--- src/stereo_bit_crusher_core_macros.svh ---
// ----------------------------------------------------------------------------
// stereo_bit_crusher_core_macros.svh
// Assertion helpers for the stereo bit crusher; all sample on clock and are
// disabled while reset is high.
// ----------------------------------------------------------------------------
`ifndef STEREO_BIT_CRUSHER_CORE_MACROS_SVH
`define STEREO_BIT_CRUSHER_CORE_MACROS_SVH

// property must hold on every clock edge outside reset
`define SBC_ASSERT(lbl, prop, msg) \
   lbl: assert property (@(posedge clock) disable iff (reset) (prop)) \
      else $error(msg);

// consequent must hold on the clock edge after the antecedent
`define SBC_ASSERT_NEXT(lbl, ante, cons, msg) \
   lbl: assert property (@(posedge clock) disable iff (reset) (ante) |=> (cons)) \
      else $error(msg);

`endif

--- src/sbc_pkg.sv ---
`timescale 1ns / 1ps
// ----------------------------------------------------------------------------
// sbc_pkg
// Shared types, register codes and the tanh table generator of the stereo
// bit crusher.
// ----------------------------------------------------------------------------
package sbc_pkg;

   localparam int SAMPLE_WIDTH = 16;
   localparam int PROD_W       = SAMPLE_WIDTH + 13;   // sample x signed drive
   localparam int MAG_W        = SAMPLE_WIDTH + 12;
   localparam int TANH_SHIFT   = SAMPLE_WIDTH + 10;   // Q5.23 -> table step of 8
   localparam int BLEND_W      = SAMPLE_WIDTH + 10;

   localparam logic signed [SAMPLE_WIDTH-1:0] FULL_POS = {1'b0, {(SAMPLE_WIDTH-1){1'b1}}};
   localparam logic signed [SAMPLE_WIDTH-1:0] FULL_NEG = {1'b1, {(SAMPLE_WIDTH-1){1'b0}}};

   // register indexes
   localparam logic [1:0] CSR_BIT_DEPTH     = 2'd0;
   localparam logic [1:0] CSR_HOLD_INTERVAL = 2'd1;
   localparam logic [1:0] CSR_MIX_AMOUNT    = 2'd2;
   localparam logic [1:0] CSR_DRIVE_GAIN    = 2'd3;

   localparam logic [4:0]  RST_BIT_DEPTH     = 5'd8;
   localparam logic [6:0]  RST_HOLD_INTERVAL = 7'd2;
   localparam logic [8:0]  RST_MIX_AMOUNT    = 9'd256;
   localparam logic [11:0] RST_DRIVE_GAIN    = 12'd256;
   localparam logic [11:0] DRIVE_UNITY       = 12'd256;
   localparam logic [8:0]  MIX_FULL          = 9'd256;

   typedef struct packed {
      logic signed [SAMPLE_WIDTH-1:0] left_in;
      logic signed [SAMPLE_WIDTH-1:0] right_in;
      logic                           last_frame;
   } req_type;

   typedef struct packed {
      logic signed [SAMPLE_WIDTH-1:0] left_out;
      logic signed [SAMPLE_WIDTH-1:0] right_out;
      logic                           frame_end;
   } rsp_type;

   typedef struct packed {
      logic [4:0]  bit_depth;
      logic [8:0]  mix_amount;
      logic [11:0] drive_gain;
   } cfg_type;

   // per-step strobes from the sequencer to both lanes
   typedef struct packed {
      logic load;
      logic shape;
      logic quant;
      logic capture;
      logic prod;
   } lane_ctl_type;

   localparam logic [63:0] FX_ONE = 64'd1 << 30;

   // shift-subtract divide, evaluated at elaboration only
   function automatic logic [63:0] sbc_udiv(input logic [63:0] num, input logic [63:0] den);
      logic [63:0] quo;
      logic [63:0] rem;
      quo = '0;
      rem = '0;
      for (int i = 63; i >= 0; i--) begin
         rem = {rem[62:0], num[i]};
         if (rem >= den) begin
            rem    = rem - den;
            quo[i] = 1'b1;
         end
      end
      return quo;
   endfunction

   // exp(-a) in Q2.30 by a series through the 16th power of a
   function automatic logic [63:0] sbc_exp_neg(input logic [63:0] a);
      logic [63:0] pos;
      logic [63:0] neg;
      logic [63:0] term;
      pos  = FX_ONE;
      neg  = '0;
      term = FX_ONE;
      for (int n = 1; n <= 16; n++) begin
         term = sbc_udiv((term * a) >> 30, 64'(n));
         if (n % 2 == 1) neg = neg + term;
         else pos = pos + term;
      end
      return pos - neg;
   endfunction

   // entry k of the tanh table: tanh(8k/depth), Q1.15, capped at full scale
   function automatic logic [SAMPLE_WIDTH-1:0] sbc_tanh_entry(input int k, input int depth);
      logic [63:0] r;
      logic [63:0] e;
      logic [63:0] num;
      logic [63:0] den;
      logic [63:0] v;
      r = sbc_exp_neg(sbc_udiv(64'd16 << 30, 64'(depth)));
      e = FX_ONE;
      for (int j = 0; j < k; j++) begin
         e = (e * r + (FX_ONE >> 1)) >> 30;
         if (e > FX_ONE) e = FX_ONE;
      end
      num = (FX_ONE - e) << (SAMPLE_WIDTH - 1);
      den = FX_ONE + e;
      v   = sbc_udiv(num + (den >> 1), den);
      if (v > 64'(FULL_POS)) v = 64'(FULL_POS);
      return v[SAMPLE_WIDTH-1:0];
   endfunction

endpackage

--- src/sbc_lane.sv ---
`timescale 1ns / 1ps
// ----------------------------------------------------------------------------
// sbc_lane
// One channel: drive multiply, tanh shaping, sample hold, quantize and
// dry/wet blend, one registered step per strobe.
// ----------------------------------------------------------------------------
module sbc_lane
   import sbc_pkg::*;
#(
   parameter int TANH_TABLE_DEPTH = 256
) (
   input  logic                           clock,
   input  logic                           reset,
   input  lane_ctl_type                   ctl,
   input  cfg_type                        cfg,
   input  logic signed [SAMPLE_WIDTH-1:0] sample,
   output logic signed [SAMPLE_WIDTH-1:0] result
);

   localparam int IDX_W = $clog2(TANH_TABLE_DEPTH);
   localparam int SCL_W = MAG_W + $clog2(TANH_TABLE_DEPTH + 1);
   localparam int CRS_W = SCL_W - TANH_SHIFT;

   logic [SAMPLE_WIDTH-1:0] tanh_rom [TANH_TABLE_DEPTH];

   for (genvar k = 0; k < TANH_TABLE_DEPTH; k++) begin : g_rom
      localparam logic [SAMPLE_WIDTH-1:0] ENTRY = sbc_tanh_entry(k, TANH_TABLE_DEPTH);
      assign tanh_rom[k] = ENTRY;
   end

   logic signed [SAMPLE_WIDTH-1:0] sample_ff;
   logic signed [PROD_W-1:0]       prod_ff, prod_in;
   logic signed [SAMPLE_WIDTH-1:0] drv_ff, drv_in;
   logic signed [SAMPLE_WIDTH-1:0] held_ff, held_in;
   logic signed [SAMPLE_WIDTH-1:0] q_ff, q_in;
   logic signed [BLEND_W-1:0]      dry_ff, dry_in, wet_ff, wet_in;

   // drive multiply
   logic signed [12:0] gain_s;
   assign gain_s  = $signed({1'b0, cfg.drive_gain});
   assign prod_in = PROD_W'(sample * gain_s);

   // tanh shaping
   logic                          prod_neg;
   logic [MAG_W-1:0]              mag;
   logic [SCL_W-1:0]              scaled;
   logic [CRS_W-1:0]              coarse;
   logic                          over;
   logic signed [SAMPLE_WIDTH-1:0] tval;

   always_comb begin
      prod_neg = prod_ff[PROD_W-1];
      mag      = prod_neg ? MAG_W'(-prod_ff) : MAG_W'(prod_ff);
      scaled   = SCL_W'(mag) * SCL_W'(TANH_TABLE_DEPTH);
      coarse   = scaled[SCL_W-1:TANH_SHIFT];
      over     = coarse >= CRS_W'(TANH_TABLE_DEPTH);
      tval     = over ? FULL_POS : $signed(tanh_rom[coarse[IDX_W-1:0]]);
      if (cfg.drive_gain <= DRIVE_UNITY) begin
         drv_in = sample_ff;
      end else begin
         drv_in = prod_neg ? -tval : tval;
      end
   end

   // round half up to the step, saturate at positive full scale
   function automatic logic signed [SAMPLE_WIDTH-1:0] quantize(
      input logic signed [SAMPLE_WIDTH-1:0] h,
      input logic [4:0]                     depth
   );
      logic [4:0]              bits;
      logic [3:0]              sh;
      logic [SAMPLE_WIDTH:0]   v;
      logic [SAMPLE_WIDTH:0]   rnd;
      logic [SAMPLE_WIDTH:0]   mask;
      bits = depth;
      if (bits < 5'd1) bits = 5'd1;
      if (bits > 5'(SAMPLE_WIDTH)) bits = 5'(SAMPLE_WIDTH);
      sh   = 4'(5'(SAMPLE_WIDTH) - bits);
      rnd  = (sh == 4'd0) ? '0 : ((SAMPLE_WIDTH+1)'(1) << (sh - 4'd1));
      mask = ~(((SAMPLE_WIDTH+1)'(1) << sh) - (SAMPLE_WIDTH+1)'(1));
      // offset binary so that the mask floors toward minus infinity
      v    = {1'b0, ~h[SAMPLE_WIDTH-1], h[SAMPLE_WIDTH-2:0]} + rnd;
      v    = v & mask;
      if (v[SAMPLE_WIDTH]) return FULL_POS;
      return $signed({~v[SAMPLE_WIDTH-1], v[SAMPLE_WIDTH-2:0]});
   endfunction

   assign held_in = ctl.capture ? drv_ff : held_ff;
   assign q_in    = quantize(held_in, cfg.bit_depth);

   // blend products
   logic [8:0]          mix_c;
   logic signed [9:0]   mix_s, inv_s;
   always_comb begin
      mix_c  = (cfg.mix_amount > MIX_FULL) ? MIX_FULL : cfg.mix_amount;
      mix_s  = $signed({1'b0, mix_c});
      inv_s  = $signed({1'b0, 9'(MIX_FULL - mix_c)});
      dry_in = BLEND_W'(drv_ff * inv_s);
      wet_in = BLEND_W'(q_ff * mix_s);
   end

   // final sum, floor shift and saturation
   logic signed [BLEND_W:0] sum;
   logic signed [BLEND_W:0] shifted;
   always_comb begin
      sum     = (BLEND_W+1)'(dry_ff) + (BLEND_W+1)'(wet_ff) + (BLEND_W+1)'(128);
      shifted = sum >>> 8;
      if (shifted > (BLEND_W+1)'(FULL_POS)) begin
         result = FULL_POS;
      end else if (shifted < (BLEND_W+1)'(FULL_NEG)) begin
         result = FULL_NEG;
      end else begin
         result = shifted[SAMPLE_WIDTH-1:0];
      end
   end

   always_ff @(posedge clock) begin
      if (reset) begin
         held_ff <= '0;
      end else if (ctl.quant) begin
         held_ff <= held_in;
      end
   end

   always_ff @(posedge clock) begin
      if (ctl.load) begin
         sample_ff <= sample;
         prod_ff   <= prod_in;
      end
      if (ctl.shape) begin
         drv_ff <= drv_in;
      end
      if (ctl.quant) begin
         q_ff <= q_in;
      end
      if (ctl.prod) begin
         dry_ff <= dry_in;
         wet_ff <= wet_in;
      end
   end

endmodule

--- src/sbc_merge.sv ---
`timescale 1ns / 1ps
// ----------------------------------------------------------------------------
// sbc_merge
// Joins both lane results and the frame flag into the result register.
// ----------------------------------------------------------------------------
module sbc_merge
   import sbc_pkg::*;
(
   input  logic                           clock,
   input  logic                           reset,
   input  logic                           load,
   input  logic signed [SAMPLE_WIDTH-1:0] left,
   input  logic signed [SAMPLE_WIDTH-1:0] right,
   input  logic                           last,
   output logic                           free,
   output logic                           rsp_valid,
   input  logic                           rsp_stall,
   output rsp_type                        rsp_data
);

   logic    valid_ff, valid_in;
   rsp_type data_ff;

   // register can take a new item when empty or being drained this cycle
   assign free     = !valid_ff || !rsp_stall;
   assign valid_in = load || (valid_ff && rsp_stall);

   always_ff @(posedge clock) begin
      if (reset) begin
         valid_ff <= 1'b0;
      end else begin
         valid_ff <= valid_in;
      end
   end

   always_ff @(posedge clock) begin
      if (load) begin
         data_ff.left_out  <= left;
         data_ff.right_out <= right;
         data_ff.frame_end <= last;
      end
   end

   assign rsp_valid = valid_ff;
   assign rsp_data  = data_ff;

endmodule

--- src/stereo_bit_crusher_core.sv ---
`timescale 1ns / 1ps
// Each item runs the four-step lane sequence (shape, hold/quantize, blend
// products, sum) and rsp_valid rises once the result register takes it; a
// full result register holds the sum step. The next item is taken in the
// final step when the result register is free.
// Reset (synchronous): registers return to defaults, hold count and held
// samples clear, result register empties.
// ----------------------------------------------------------------------------
// stereo_bit_crusher_core
// Stereo bit crusher: tanh drive, sample hold, quantize and dry/wet mix,
// with one lane per channel and a shared sequencer.
// ----------------------------------------------------------------------------
`include "stereo_bit_crusher_core_macros.svh"

module stereo_bit_crusher_core
   import sbc_pkg::*;
#(
   parameter int TANH_TABLE_DEPTH = 256,
   parameter int MAX_HOLD         = 100
) (
   input  logic        clock,
   input  logic        reset,
   input  logic        req_valid,
   output logic        req_stall,
   input  req_type     req_data,
   output logic        rsp_valid,
   input  logic        rsp_stall,
   output rsp_type     rsp_data,
   input  logic        csr_wr_en,
   input  logic [1:0]  csr_index,
   input  logic [11:0] csr_wr_data
);

   localparam int CNT_W = $clog2(MAX_HOLD + 1);

   typedef enum logic [4:0] {
      ST_IDLE = 5'b00001,
      ST_LUT  = 5'b00010,
      ST_QNT  = 5'b00100,
      ST_PRD  = 5'b01000,
      ST_SUM  = 5'b10000
   } state_type;

   state_type state_ff, state_in;

   logic [4:0]       bit_depth_ff;
   logic [6:0]       hold_interval_ff;
   logic [8:0]       mix_amount_ff;
   logic [11:0]      drive_gain_ff;
   logic [CNT_W-1:0] hold_count_ff, hold_count_in;
   logic             last_ff;

   cfg_type          cfg;
   lane_ctl_type     ctl;
   logic             req_accept;
   logic             out_free;
   logic             out_load;
   logic [6:0]       interval;
   logic             capture;
   logic signed [SAMPLE_WIDTH-1:0] left_res, right_res;

   // configuration registers
   always_ff @(posedge clock) begin
      if (reset) begin
         bit_depth_ff     <= RST_BIT_DEPTH;
         hold_interval_ff <= RST_HOLD_INTERVAL;
         mix_amount_ff    <= RST_MIX_AMOUNT;
         drive_gain_ff    <= RST_DRIVE_GAIN;
      end else if (csr_wr_en) begin
         case (csr_index)
            CSR_BIT_DEPTH:     bit_depth_ff     <= csr_wr_data[4:0];
            CSR_HOLD_INTERVAL: hold_interval_ff <= csr_wr_data[6:0];
            CSR_MIX_AMOUNT:    mix_amount_ff    <= csr_wr_data[8:0];
            CSR_DRIVE_GAIN:    drive_gain_ff    <= csr_wr_data;
            default: ;
         endcase
      end
   end

   assign cfg.bit_depth  = bit_depth_ff;
   assign cfg.mix_amount = mix_amount_ff;
   assign cfg.drive_gain = drive_gain_ff;

   // sequencer
   assign out_load   = (state_ff == ST_SUM) && out_free;
   assign req_stall  = !((state_ff == ST_IDLE) || out_load);
   assign req_accept = req_valid && !req_stall;

   always_comb begin
      state_in = state_ff;
      case (state_ff)
         ST_IDLE: if (req_accept) state_in = ST_LUT;
         ST_LUT:  state_in = ST_QNT;
         ST_QNT:  state_in = ST_PRD;
         ST_PRD:  state_in = ST_SUM;
         ST_SUM: begin
            if (out_free) state_in = req_accept ? ST_LUT : ST_IDLE;
         end
         default: state_in = ST_IDLE;
      endcase
   end

   // hold counter, interval clamped to 1..MAX_HOLD
   always_comb begin
      interval = hold_interval_ff;
      if (interval < 7'd1) interval = 7'd1;
      if (interval > 7'(MAX_HOLD)) interval = 7'(MAX_HOLD);
      capture       = 7'(hold_count_ff) >= interval;
      hold_count_in = capture ? '0 : hold_count_ff + CNT_W'(1);
   end

   always_ff @(posedge clock) begin
      if (reset) begin
         state_ff      <= ST_IDLE;
         hold_count_ff <= '0;
      end else begin
         state_ff <= state_in;
         if (state_ff == ST_QNT) begin
            hold_count_ff <= hold_count_in;
         end
      end
   end

   always_ff @(posedge clock) begin
      if (req_accept) begin
         last_ff <= req_data.last_frame;
      end
   end

   assign ctl.load    = req_accept;
   assign ctl.shape   = (state_ff == ST_LUT);
   assign ctl.quant   = (state_ff == ST_QNT);
   assign ctl.capture = capture;
   assign ctl.prod    = (state_ff == ST_PRD);

   sbc_lane #(
      .TANH_TABLE_DEPTH (TANH_TABLE_DEPTH)
   ) u_lane_left (
      .clock  (clock),
      .reset  (reset),
      .ctl    (ctl),
      .cfg    (cfg),
      .sample (req_data.left_in),
      .result (left_res)
   );

   sbc_lane #(
      .TANH_TABLE_DEPTH (TANH_TABLE_DEPTH)
   ) u_lane_right (
      .clock  (clock),
      .reset  (reset),
      .ctl    (ctl),
      .cfg    (cfg),
      .sample (req_data.right_in),
      .result (right_res)
   );

   sbc_merge u_merge (
      .clock     (clock),
      .reset     (reset),
      .load      (out_load),
      .left      (left_res),
      .right     (right_res),
      .last      (last_ff),
      .free      (out_free),
      .rsp_valid (rsp_valid),
      .rsp_stall (rsp_stall),
      .rsp_data  (rsp_data)
   );

   `SBC_ASSERT(a_seq_len, req_accept |-> ##4 (state_ff == ST_SUM), "item did not reach sum step")
   `SBC_ASSERT(a_cnt_bound, hold_count_ff <= CNT_W'(MAX_HOLD), "hold count beyond limit")
   `SBC_ASSERT(a_rsp_src, $rose(rsp_valid) |-> $past(state_ff == ST_SUM), "result without sum step")
   `SBC_ASSERT_NEXT(a_cap_clr, (state_ff == ST_QNT) && capture, hold_count_ff == '0,
                    "hold count not cleared on capture")

endmodule
--- config.mk ---
export PLATFORM = sky130hd
export DESIGN_NAME = stereo_bit_crusher_core
export DESIGN_NICKNAME = d
export VERILOG_FILES = /design/src/sbc_pkg.sv /design/src/sbc_lane.sv /design/src/sbc_merge.sv /design/src/stereo_bit_crusher_core.sv
export VERILOG_INCLUDE_DIRS = /design/src /design/src/src
export SDC_FILE = /design/constraint.sdc
export NUM_CORES = 2
export LEC_CHECK = 0
export ABC_AREA = 1
export BUFFER_PORTS_ARGS = -buffer_cell sky130_fd_sc_hd__buf_4
export CORE_ASPECT_RATIO = 1.1
export CORE_UTILIZATION = 65
export CTS_BUF_LIST = sky130_fd_sc_hd__clkbuf_8 sky130_fd_sc_hd__clkbuf_16
export CTS_CLUSTER_SIZE = 8
export DETAILED_ROUTE_END_ITERATION = 16
export GPL_ROUTABILITY_DRIVEN = 0
export PLACE_DENSITY = 0.91
export SLEW_MARGIN = 25
export SYNTH_ARGS = -nofsm -noshare
export SYNTH_HDL_FRONTEND = slang
export SYNTH_SLANG_ARGS = --single-unit
--- constraint.sdc ---
create_clock -name clock -period 8 [get_ports clock]
set_input_delay 1.6 -clock clock [delete_from_list [all_inputs] [get_ports clock]]
set_output_delay 1.6 -clock clock [all_outputs]
set_load 0.01 [all_outputs]
==> impl_metrics.env <==
export IMPL_status="complete, no violations"
export IMPL_vias=52003
export IMPL_p_total_mw=15.6
export IMPL_cts_made_buffers=53
export IMPL_rows=115
export IMPL_critPathSlowestCell="fa_1"
export IMPL_cpMostUsedCell="inv_1"
export IMPL_drive_gt1_share_pct=4.23
export IMPL_clk_pin_slew_ns=0.06
export IMPL_path_delay_family="adder cells"
export IMPL_viasPerCell=6.03
export IMPL_crit_type="reg2reg"
export IMPL_grt_max_degree=61
export IMPL_post_route_period_util_pct=92.1
export IMPL_ys_ff_latch=370
export IMPL_placed_cell_area_mm2=0.0604
export IMPL_power_frac_clock_pct=13.5
export IMPL_antenna_found_initial=9
export IMPL_firstDrtPassIters=17
export IMPL_remaining_drc_errors=0
export IMPL_final_cell_mix="nand2_1, inv_1, fa_1"
export IMPL_cp_max_fo=28
export IMPL_hold_path_class="reg2reg"
export IMPL_grt_usage_pct=36.9
export IMPL_skew_ns=0.0259
export IMPL_ios=87
export IMPL_p_per_area_mw_per_mm2=251
export IMPL_synth_top_area_cell="fa_1"
export IMPL_required_ns=8.37
export IMPL_cap_violations=0
export IMPL_worst_setup_path_end_kind="flop"
export IMPL_yosysUniqueCellTypes=63
export IMPL_cts_resized_gates=0
export IMPL_setup_tns_ns=0
export IMPL_seqPwrFrac_pct=17.0
export IMPL_cts_sinks=370
export IMPL_grt_setup_unrepaired="false"
export IMPL_postCtsSetupRepairBufs=0
export IMPL_post_place_cells=8528
export IMPL_yosys_warnings=0
export IMPL_drtIter0Drc=6346
export IMPL_postLayoutCellArea_mm2=0.0620
export IMPL_stdcell_count=8620
export IMPL_yosysSeqAreaShare_pct=17.5
export IMPL_ctsHtreeMaxLevel=2
export IMPL_fin_nets=8848
export IMPL_layout_commonest_cell="nand2_1"
export IMPL_synth_area_mm2=0.0590
export IMPL_clockBufferDepth=3
export IMPL_cts_root_buf="clkbuf_16"
export IMPL_grt_pass1_vias=54384
export IMPL_pre_cts_ws_ns=0.863
export IMPL_drt_wl_total_um=166000
export IMPL_p_comb_share_pct=69.5
export IMPL_post_route_util_pct=69.1
export IMPL_hold_ws_ns=0.472
export IMPL_maxSlewHeadroom_pct=27.4
export IMPL_drt_antenna_violating_nets=0
export IMPL_dp_hpwl_um=126000
export IMPL_chipWidth_um=289
export IMPL_irDropWorstVdd_uv=360
export IMPL_start_kind="flop"
export IMPL_intPower_mw=7.09
export IMPL_p_leak_nw=33.3
export IMPL_power_net_switching_mw=8.48
export IMPL_gr_total_overflow=0
export IMPL_synth_top_area_share_pct=28.7
export IMPL_start_util_pct=65.8
export IMPL_areaGrowthSynthToFinish_pct=5.07
export IMPL_syn_area_per_cell_um2=7.91
export IMPL_swShare_pct=54.4
export IMPL_period_needed_ns=7.37
export IMPL_wl_per_cell_um=19.3
export IMPL_clk_latency_ns=0.64
export IMPL_postCtsHoldBufs=0
export IMPL_worst_ep_arrival_time_ns=7.73
export IMPL_grt_pass1_wl_um=269000
export IMPL_dieArea_mm2=0.0920
export IMPL_timing_final_hold_violations=0
export IMPL_fillers=6275
export IMPL_worst_pin_slew_ns=1.09
export IMPL_setup_viol_count_final=0
export IMPL_synthCells=7453
export IMPL_max_stage_delay_ns=0.53
export IMPL_fmax_mhz=136
export IMPL_port_buffers=86
export IMPL_tritoncts="built"
export IMPL_drv_slew=0
export IMPL_path_buf_inv=9
export IMPL_yosys_top_cells_area="fa_1, edfxtp_1, ha_1"
export IMPL_fp_coreArea_mm2=0.0896
export IMPL_die_h_um=318
export IMPL_setup_ws_ns=0.635
## synthesized netlist by cell type (all sizes together)
| master | count |
|---|---|
| a211oi | 20 |
| and2 | 3 |
| a221oi | 2 |
| buf | 72 |
| a31oi | 15 |
| o2bb2ai | 1 |
| clkinv | 10 |
| ha | 536 |
| o2111ai | 3 |
| nor2 | 690 |
| conb | 1 |
| o221ai | 8 |
| or2 | 17 |
| xor2 | 144 |
| o21ai | 244 |
| edfxtp | 292 |
| o211ai | 11 |
| nor4 | 8 |
| nand2 | 1741 |
| a21o | 6 |
| a31o | 1 |
| a21boi | 11 |
| inv | 1624 |
| nand4 | 41 |
| clkbuf | 162 |
| o31ai | 5 |
| o21bai | 16 |
| xnor2 | 85 |
| o311ai | 2 |
| fa | 846 |
| nor3b | 2 |
| nor3 | 37 |
| a21oi | 313 |
| a22oi | 2 |
| dfxtp | 78 |
| nand3b | 10 |
| o41ai | 3 |
| o21a | 8 |
| nand3 | 383 |
## cell type report
class / instances / area, um^2 / area share (%)
tap: 1170 / 1460 / 2.36
clock buffer: 55 / 1370 / 2.20
antenna: 2 / 5.00 / 0.00808
clock inverter: 34 / 159 / 0.256
inverter: 1634 / 6140 / 9.91
sequential: 370 / 10300 / 16.7
multi-input combinational: 5216 / 41500 / 66.9
timing repair buffer: 139 / 1040 / 1.68
## metal layers
layer  global-route usage, %  routed length, um  up-vias
met5                       0                 88        -
met4                    25.6              14200       14
met3                    10.0              20900     1240
met2                    60.1              77300     3865
met1                    41.8              53700    24217
li1                        -                  -    22667
## registers in the layout, summed over array words and instances, names as in the netlist, 26 cells and up
name / count
u_merge.rsp_data: 33
u_lane_left.prod_ff: 29
u_lane_left.wet_ff: 26
u_lane_right.wet_ff: 26
u_lane_left.dry_ff: 26
u_lane_right.prod_ff: 29
u_lane_right.dry_ff: 26
## tightest hold or removal path: stages (launching register included)
cell and delay [ns]:
dfxtp_1 0.29, inv_1 0.05, o21ai_0 0.07
## final timing paths
check	from	to	slack, ns	depth (start not counted)
setup / recovery	mix_amount_ff[2]	u_lane_right.dry_ff[23]	0.63	32
hold / removal	u_lane_left.held_ff[14]	u_lane_left.held_ff[14]	0.47	2
setup reg to reg	mix_amount_ff[2]	u_lane_right.dry_ff[23]	0.63	32
hold reg to reg	u_lane_left.held_ff[14]	u_lane_left.held_ff[14]	0.47	2
## power groups by stage
stage / Sequential [mW] / Combinational, mW / Clock, mW
floorplan: 2.60 / 7.82 / 0
global placement: 2.65 / 9.71 / 0
detailed placement: 2.66 / 10.1 / 0
CTS: 2.63 / 10.3 / 2.10
global route: 2.65 / 11.8 / 2.19
finish: 2.64 / 10.8 / 2.11
## logic make-up (layout without fill, tap and decap cells)
family	count (synthesis)	in the layout	synth area share [%]
adder cells (fa/ha/maj)	1382	1382	40.1
XOR/XNOR	229	229	3.41
buffers and inverters	1868	1862	12.3
other	1	4	0.00636
flip-flops	370	370	17.5
AND/OR/NAND/NOR	2932	2932	20.5
AO/OA/AOI/OAI	671	671	6.22
(Power assumes the default switching activity.)
